<file path="config.mk">
export PLATFORM = sky130hd
export DESIGN_NAME = sme_ctrl
export DESIGN_NICKNAME = d
export VERILOG_FILES = /design/src/hw/rtl/sme_pkg.sv /design/src/hw/rtl/sme_ctrl.sv
export SDC_FILE = /design/constraint.sdc
export NUM_CORES = 1
export LEC_CHECK = 0
export BUFFER_PORTS_ARGS = -buffer_cell sky130_fd_sc_hd__buf_2
export CORE_MARGIN = 5
export CORE_UTILIZATION = 47
export DETAILED_ROUTE_END_ITERATION = 16
export GPL_TIMING_DRIVEN = 0
export PLACE_DENSITY_LB_ADDON = 0.08
export SETUP_SLACK_MARGIN = 0.4
export SLEW_MARGIN = 10
export SYNTH_ARGS = -nofsm -noshare
export SYNTH_HDL_FRONTEND = slang
export SYNTH_SLANG_ARGS = --single-unit
</file>
<file path="constraint.sdc">
create_clock -name clk -period 1.7 [get_ports clk]
set_input_delay 0.17 -clock clk [delete_from_list [all_inputs] [get_ports clk]]
set_output_delay 0.17 -clock clk [all_outputs]
set_load 0.005 [all_outputs]
</file>
<file path="src/hw/rtl/sme_pkg.sv">
// shared types and constants of the stack machine executor
package sme_pkg;

  typedef enum logic [4:0] {
    OP_HALT   = 5'd0,  OP_PUSH   = 5'd1,  OP_POP    = 5'd2,  OP_LSHIFT = 5'd3,
    OP_RSHIFT = 5'd4,  OP_ADD    = 5'd5,  OP_SUB    = 5'd6,  OP_MUL    = 5'd7,
    OP_DIV    = 5'd8,  OP_MOD    = 5'd9,  OP_BAND   = 5'd10, OP_BOR    = 5'd11,
    OP_BXOR   = 5'd12, OP_EQ     = 5'd13, OP_NEQ    = 5'd14, OP_LT     = 5'd15,
    OP_GT     = 5'd16, OP_LTE    = 5'd17, OP_GTE    = 5'd18, OP_LAND   = 5'd19,
    OP_LOR    = 5'd20, OP_GSTORE = 5'd21, OP_GLOAD  = 5'd22, OP_BR     = 5'd23,
    OP_BRT    = 5'd24, OP_BRF    = 5'd25, OP_LOAD   = 5'd26, OP_STORE  = 5'd27,
    OP_CALL   = 5'd28, OP_RET    = 5'd29, OP_PRINTI = 5'd30, OP_PRINTC = 5'd31
  } opcode_t;

  typedef enum logic [1:0] {
    FLT_NONE = 2'd0, FLT_CHAR = 2'd1, FLT_DIV0 = 2'd2, FLT_STACK = 2'd3
  } fault_t;

  typedef enum logic [1:0] {
    PK_NONE = 2'd0, PK_INT = 2'd1, PK_CHAR = 2'd2
  } print_kind_t;

  // stack memory read select
  typedef enum logic [2:0] {
    RA_TOP, RA_TOP1, RA_FRAME_IDX, RA_FP, RA_FP1, RA_FP2
  } raddr_sel_t;

  // stack memory write select
  typedef enum logic [2:0] {
    WA_TOP1, WA_TOP, WA_TOPM1, WA_FRAME_IDX, WA_TOP2, WA_TOP3, WA_RET
  } waddr_sel_t;

  typedef enum logic [2:0] {
    WD_W1, WD_GLOBAL, WD_ALU, WD_RD, WD_W2, WD_FP, WD_SAVED, WD_A
  } wdata_sel_t;

  typedef enum logic [4:0] {
    ST_CLEAR, ST_IDLE, ST_DECODE, ST_RD1, ST_RD2, ST_RD3, ST_RD4, ST_RD5,
    ST_DIV, ST_EXEC, ST_CALL2, ST_CALL3, ST_OUT
  } state_t;

  typedef struct packed {
    logic       load_item;
    logic       rd_en;
    raddr_sel_t rsel;
    logic       cap_a;
    logic       cap_b;
    logic       cap_c;
    logic       cap_d;
    logic       wr_en;
    waddr_sel_t wsel;
    wdata_sel_t dsel;
    logic       g_wr;
    logic       g_rd;
    logic       div_start;
    logic       commit;
    logic       clr_step;
  } sme_cmd_t;

  typedef struct packed {
    opcode_t op;
    logic    empty;
    logic    lt2;
    logic    full1;
    logic    full3;
    logic    fidx_bad;
    logic    fp_lt2;
    logic    div_done;
    logic    clr_done;
  } sme_stat_t;

  localparam logic signed [31:0] CHAR_LIMIT = 32'sd127;

endpackage

</file>
<file path="src/hw/rtl/sme_ctrl.sv">
// controller state machine of the stack machine executor
module sme_ctrl
  import sme_pkg::*;
(
  input  logic      clk,
  input  logic      rst_n,
  input  logic      in_tvalid,
  output logic      in_tready,
  output logic      out_tvalid,
  input  logic      out_tready,
  input  sme_stat_t st,
  output sme_cmd_t  cmd
);
  state_t state_r, state_nxt;
  logic   ovalid_r, ovalid_nxt;
  logic   fault_stack;

  always_ff @(posedge clk) begin
    if (!rst_n) begin
      state_r  <= ST_CLEAR;
      ovalid_r <= 1'b0;
    end else begin
      state_r  <= state_nxt;
      ovalid_r <= ovalid_nxt;
    end
  end

  // a new beat is taken only once the result register is free or emptying
  assign in_tready  = (state_r == ST_IDLE) && (!ovalid_r || out_tready);
  assign out_tvalid = ovalid_r;

  always_comb begin
    state_nxt  = state_r;
    ovalid_nxt = ovalid_r;
    cmd        = '0;
    cmd.rsel   = RA_TOP;
    cmd.wsel   = WA_TOP1;
    cmd.dsel   = WD_W1;
    fault_stack = 1'b0;
    if (out_tvalid && out_tready) begin
      ovalid_nxt = 1'b0;
    end
    unique case (state_r)
      ST_CLEAR: begin
        cmd.clr_step = 1'b1;
        if (st.clr_done) begin
          state_nxt = ST_IDLE;
        end
      end
      ST_IDLE: begin
        if (in_tvalid && in_tready) begin
          cmd.load_item = 1'b1;
          state_nxt = ST_DECODE;
        end
      end
      ST_DECODE: begin
        // range checks that need no memory data
        unique case (st.op)
          OP_PUSH, OP_GLOAD: fault_stack = st.full1;
          OP_POP, OP_GSTORE, OP_BRT, OP_BRF, OP_PRINTI, OP_PRINTC:
            fault_stack = st.empty;
          OP_LOAD:  fault_stack = st.fidx_bad || st.full1;
          OP_STORE: fault_stack = st.fidx_bad || st.empty;
          OP_CALL:  fault_stack = st.full3;
          OP_RET:   fault_stack = st.empty || st.fp_lt2;
          OP_HALT, OP_BR: fault_stack = 1'b0;
          default:  fault_stack = st.lt2;
        endcase
        cmd.rd_en = 1'b1;
        cmd.g_rd  = 1'b1;
        unique case (st.op)
          OP_LOAD: cmd.rsel = RA_FRAME_IDX;
          default: cmd.rsel = RA_TOP;
        endcase
        if (fault_stack || st.op == OP_HALT || st.op == OP_BR || st.op == OP_POP ||
            st.op == OP_PUSH || st.op == OP_GLOAD || st.op == OP_CALL) begin
          state_nxt = ST_EXEC;
        end else begin
          state_nxt = ST_RD1;
        end
      end
      ST_RD1: begin
        // data of first read lands as a
        cmd.cap_a = 1'b1;
        if (st.op == OP_RET) begin
          cmd.rd_en = 1'b1;
          cmd.rsel  = RA_FP;
          state_nxt = ST_RD2;
        end else if (st.op == OP_LOAD || st.op == OP_STORE || st.op == OP_GSTORE ||
                     st.op == OP_BRT || st.op == OP_BRF ||
                     st.op == OP_PRINTI || st.op == OP_PRINTC) begin
          state_nxt = ST_EXEC;
        end else begin
          cmd.rd_en = 1'b1;
          cmd.rsel  = RA_TOP1;
          state_nxt = ST_RD2;
        end
      end
      ST_RD2: begin
        cmd.cap_b = 1'b1;
        if (st.op == OP_RET) begin
          cmd.rd_en = 1'b1;
          cmd.rsel  = RA_FP1;
          state_nxt = ST_RD3;
        end else if (st.op == OP_DIV || st.op == OP_MOD) begin
          cmd.div_start = 1'b1;
          state_nxt = ST_DIV;
        end else begin
          state_nxt = ST_EXEC;
        end
      end
      ST_RD3: begin
        cmd.cap_c = 1'b1;
        cmd.rd_en = 1'b1;
        cmd.rsel  = RA_FP2;
        state_nxt = ST_RD4;
      end
      ST_RD4: begin
        cmd.cap_d = 1'b1;
        state_nxt = ST_EXEC;
      end
      ST_DIV: begin
        if (st.div_done) begin
          state_nxt = ST_EXEC;
        end
      end
      ST_EXEC: begin
        // datapath decides write and fault, controller sequences calls
        cmd.commit = 1'b1;
        cmd.wr_en  = 1'b1;
        cmd.g_wr   = 1'b1;
        unique case (st.op)
          OP_PUSH:  begin cmd.wsel = WA_TOP1;      cmd.dsel = WD_W1;     end
          OP_GLOAD: begin cmd.wsel = WA_TOP1;      cmd.dsel = WD_GLOBAL; end
          OP_LOAD:  begin cmd.wsel = WA_TOP1;      cmd.dsel = WD_A;      end
          OP_STORE: begin cmd.wsel = WA_FRAME_IDX; cmd.dsel = WD_A;      end
          OP_CALL:  begin cmd.wsel = WA_TOP1;      cmd.dsel = WD_W2;     end
          OP_RET:   begin cmd.wsel = WA_RET;       cmd.dsel = WD_A;      end
          default:  begin cmd.wsel = WA_TOPM1;     cmd.dsel = WD_ALU;    end
        endcase
        state_nxt = ST_OUT;
        if (st.op == OP_CALL && !st.full3) begin
          cmd.commit = 1'b0;
          state_nxt  = ST_CALL2;
        end
      end
      ST_CALL2: begin
        cmd.wr_en = 1'b1;
        cmd.wsel  = WA_TOP2;
        cmd.dsel  = WD_FP;
        state_nxt = ST_CALL3;
      end
      ST_CALL3: begin
        cmd.wr_en  = 1'b1;
        cmd.wsel   = WA_TOP3;
        cmd.dsel   = WD_SAVED;
        cmd.commit = 1'b1;
        state_nxt  = ST_OUT;
      end
      ST_OUT: begin
        if (!ovalid_r || out_tready) begin
          ovalid_nxt = 1'b1;
          state_nxt  = ST_IDLE;
        end
      end
      default: state_nxt = ST_IDLE;
    endcase
  end
endmodule

</file>
== Word-level counts from Yosys, hierarchy flattened ==
Cells that the tools add are included.
Widths: inputs -> output; s select.

* Reduce and logical (&&, ||, !) cells: 29
* Equal/unequal tests: 30
* Mux-type cells: 37

{| class="wikitable"
|+ Operators by type and width
! operator !! count
|-
| $pmux 5 s12 || 1
|-
| $eq 5x5->1 const B || 11
|-
| $pmux 6 s6 || 1
|-
| $eq 5x4->1 const B || 7
|-
| $mux 5 || 6
|-
| $pmux 7 s3 || 1
|-
| $mux 4 || 5
|-
| $mux 1 || 18
|-
| $logic_or 1x1->1 || 17
|-
| $pmux 4 s4 || 1
|-
| $eq 5x2->1 const B || 3
|-
| $eq 5x3->1 const B || 3
|-
| $eq 5x1->1 const B || 2
|-
| $logic_not 5->1 || 2
|-
| $pmux 1 s7 || 1
|-
| $ne 2x2->1 const B || 3
|-
| $reduce_or 6->1 || 1
|-
| $logic_and 1x1->1 || 4
|-
| $reduce_and 4->1 || 1
|-
| $reduce_or 2->1 || 2
|-
| $mux 3 || 1
|-
| $logic_not 1->1 || 2
|-
| $mux 2 || 1
|-
| $ne 2x1->1 const B || 1
|-
| $pmux 1 s2 || 1
|}

* Output and inout port bits: 23
* Bits in registers: 6
* Word-level logic and storage cells: 98
* Input bits: 17

== Depth between registers and ports, before layout ==
* Depth after elaboration: 12
* Gate-level depth with buffers: 6

== Worst setup path after synthesis ==
OpenSTA, ideal clock, no wires.

* Path type: reg2out
* Start: register state_r[0]
* End: output cmd[6] (netlist bit)
* Setup slack: 0.283 ns
* Data required time: 1.530 ns
* Arrival time: 1.247 ns
* Cell stages (with the launch flop): 6
* Cell sequence: dfxtp_1 > buf_2 > buf_2 > nand3_1 > a211oi_1 > o21bai_1

{| class="wikitable"
|+ RTL lines
! what !! RTL line !! RTL
|-
| start, declared || sme_ctrl.sv:14 || <nowiki>state_t state_r, state_nxt;</nowiki>
|-
| start signal, assigned || sme_ctrl.sv:23 || <nowiki>state_r <= state_nxt;</nowiki>
|-
| end, declared || sme_ctrl.sv:12 || <nowiki>output sme_cmd_t cmd</nowiki>
|}

==> impl_metrics.yaml <==
run_status:
  run_status: "completed"
clocking:
  ctsLongestPathBuffers: 2
  tritoncts: "done"
  cts_made_buffers: 3
  clk-insertion-delay-late_ns: 0.23
  clkSinkCount: 5
  cts.clk_slew.worst_paths_ns: 0.04
  cts_root_buf: "sky130_fd_sc_hd__clkbuf_4"
  cts-htree-levels: 1
setup_path:
  critical_path.startpoint_type: "register"
  worst-r2r-cell-count: 7
  crit_path_max_fanout: 5
  criticalPathCategory: "reg -> out"
  worstPathBufferInverterCount: 2
  cp_cell_sequence: "inv_2 -> nand2_2 -> nor2_2 -> a21o_1 -> or3_1 -> buf_2"
  critPathCaptureType: "primary output"
  timing.critical_path.slowest_cell_delay_ns: 0.39
  cell_with_the_largest_stage_delay_on_the_worst_path: "sky130_fd_sc_hd__dfxtp_4"
  cpLargestDelayFamily: "simple AND/OR/NAND/NOR gates"
  worstPathRequired_ns: 1.53
  total_number_of_cells_along_the_worst_setup_path: 6
  crit_arrival_ns: 1.52
global_routing:
  globalRoute.totalOverflow: 0
  grt-busiest-layer: "met2"
  pin_count_of_the_biggest_net_entering_global_routing: 11
  grt.met3_usage_pct: 3.270
  gr-usage-all-layers_pct: 24.57
  first_global_vias: 1191
  global_route_met2_utilization_pct: 41.73
  wire_length_of_the_first_global_routing_pass_um: 5306
  antenna_found_initial: 0
  m1_gr_usage_pct: 29.24
floorplan:
  row_count: 16
  initial_core_util_pct: 48.39
  chipHeight_um: 54.72
  core_ar_mm2: 0.001942
  horizontal_die_dimension_um: 54.72
  dieArea_mm2: 0.002994
  pin_count: 40
routing:
  drt-pass1-iter-count: 4
  route.detailed.drc: 0
  route.antenna.remaining_nets: 0
  drt_iter0_drc: 62
  route.final.wire_length_um: 3946
  via_count: 1429
  routed_wire_length_per_instance_um: 17.38
  post_drt_via_cell_ratio: 6.295
logic_synthesis:
  synth_flop_cell: "sky130_fd_sc_hd__dfxtp_1"
  yosys-top-cells-count: "sky130_fd_sc_hd__nor2_1 (15), sky130_fd_sc_hd__nand2_1 (12), sky130_fd_sc_hd__nor3_1 (8)"
  post-synth-top-count-cell: "sky130_fd_sc_hd__nor2_1"
  syn-instance-count: 139
  post_synth_instance_area_um2: 939.7
  yosys_warnings: 0
  synth.area.top_cells: "sky130_fd_sc_hd__dfxtp_1 (11%), sky130_fd_sc_hd__nor2_1 (6.0%), sky130_fd_sc_hd__nand2_1 (4.8%)"
  synth_seq_area_share_pct: 10.65
  synth_enable_flop_cells: 0
  synth_cell_types: 48
  synth_seq_cells: 5
  syn-mean-instance-area_um2: 6.760
  synth_largest_area_cell: "sky130_fd_sc_hd__dfxtp_1"
  postSynth.asyncResetShare_pct: 0
  netlist.area_leader.share_pct: 10.65
  synth_nets: 156
sta:
  final-setup-viol-count: 0
  tightest_slew_ns: 0.4502
  rsz0062_at_grt: "true"
  timing.final.crit_share_pct: 99.41
  slew_viol_final: 0
  maxClockFrequency_ghz: 0.5917
  timing.final.crit_period_ns: 1.690
  tns_ns: 0
  worst_hold_slack_ns: 0.2670
  worst_slew_margin_rel_pct: 69.71
  number_of_hold_violations_in_the_final_report: 0
  maximum_clock_skew_at_final_layout_ns: 0.0005245
final_layout:
  areaGrowthSynthToFinish_pct: 67.78
  finish.utilization_pct: 81.19
  fillers: 132
  insertedDiodeCount: 0
  drive_gt1_share_pct: 57.00
  final_design_area_no_fill_mm2: 0.001577
  nets: 218
pwr:
  power_density_mw_per_mm2: 359.8
  vdd.ir_drop.worst_mv: 0.5228
  power.leakage_nw: 0.7079
flow_run:
  maxCapViolations: 0
placed_design:
  half_perimeter_wire_length_after_detailed_placement_um: 2389
  place.gp.congestion: 0.8912
  postPlaceCellArea_mm2: 0.001200
  portBuffers: 39
hold_path:
  whs_path_depth: 2
  hold_class: "in -> reg"
-- worst register-to-register path, cell delays in order, from the launching register on --
cell	delay [ns]
sky130_fd_sc_hd__dfxtp_2	0.32
sky130_fd_sc_hd__buf_6	0.12
sky130_fd_sc_hd__buf_6	0.13
sky130_fd_sc_hd__nand4bb_1	0.20
sky130_fd_sc_hd__o221ai_2	0.13
sky130_fd_sc_hd__a311oi_2	0.26
sky130_fd_sc_hd__o31ai_1	0.12
sky130_fd_sc_hd__o21ai_1	0.15
-- logic make-up (layout without fill, tap and decap cells) --
family	count (synthesis)	after routing	synth area share [%]
simple gates	74	74	45.01
compound gates	42	42	31.29
buf+inv	16	77	10.92
flops	5	5	10.65
xor+xnor	1	1	0.9323
mux	1	1	1.198
-- stage by stage --
step	instances	setup slack, ns	total power, mW
2_1_floorplan	139	0.3973	0.2657
3_3_place_gp	205	0.1344	0.3285
3_5_place_dp	205	0.1249	0.3320
4_1_cts	221	0.09309	0.5252
5_1_grt	227	-0.04068	0.6046
6_report	227	0.009951	0.5672
-- registers in the layout, indices dropped and copies added (netlist names) --
signal / cells
out_tvalid: 1
state_r: 4
-- layer usage --
| metal | up-vias | wire length (um) |
|---|---|---|
| met4 | 0 | 74 |
| met2 | 101 | 2040 |
| li1 | 648 | - |
| met3 | 12 | 380 |
| met1 | 668 | 1450 |
| met5 | - | 0 |
-- worst paths after layout --
kind | slack (ns) | startpoint | to
worst max register to register | 0.17 | state_r[1] | state_r[3]
worst min register to register | 0.66 | out_tvalid | out_tvalid
worst max-delay path | 0.01 | state_r[2] | cmd[19]
worst min-delay path | 0.27 | rst_n | out_tvalid
-- layout by cell type (no fill, tap or decap), types with 3 or more instances in the layout --
cell type	n
sky130_fd_sc_hd__nor2_1	8
sky130_fd_sc_hd__buf_6	15
sky130_fd_sc_hd__and2_1	3
sky130_fd_sc_hd__nor2b_1	3
sky130_fd_sc_hd__nor2_4	5
sky130_fd_sc_hd__o21ai_0	5
sky130_fd_sc_hd__nor3_1	4
sky130_fd_sc_hd__o21ai_1	3
sky130_fd_sc_hd__clkbuf_4	3
sky130_fd_sc_hd__nor4_1	3
sky130_fd_sc_hd__buf_2	38
sky130_fd_sc_hd__buf_4	14
sky130_fd_sc_hd__a31oi_1	6
sky130_fd_sc_hd__nand2_2	4
sky130_fd_sc_hd__o21a_1	3
sky130_fd_sc_hd__nand2_1	7
sky130_fd_sc_hd__a21oi_1	4
-- where the power goes --
group	leakage [nW]	internal, mW	switching (mW)
Clock	0.0150	0.0882	0.0400
Combinational	0.650	0.152	0.163
Sequential	0.0429	0.120	0.00338
-- timing repair --
item / 4_1_cts / 5_1_grt
setup buffers: 12 / 6
pin swaps: 9 / 6
setup endpoints to repair: 25 / 25
hold endpoints to repair: 0 / 0
gates resized for setup: 31 / 29
hold buffers: 0 / 0
-- final cells by class --
| class | instances | area, um2 | area share [%] |
|---|---|---|---|
| multi-input cells | 118 | 903.4 | 57.30 |
| plain buffers | 11 | 116.4 | 7.381 |
| well taps | 27 | 33.78 | 2.143 |
| flip-flops and latches | 5 | 110.1 | 6.984 |
| clock buffers | 4 | 26.28 | 1.667 |
| repair buffers | 57 | 362.8 | 23.02 |
| inverters | 5 | 23.77 | 1.508 |
Note: power is estimated with default switching activity, not from simulation.
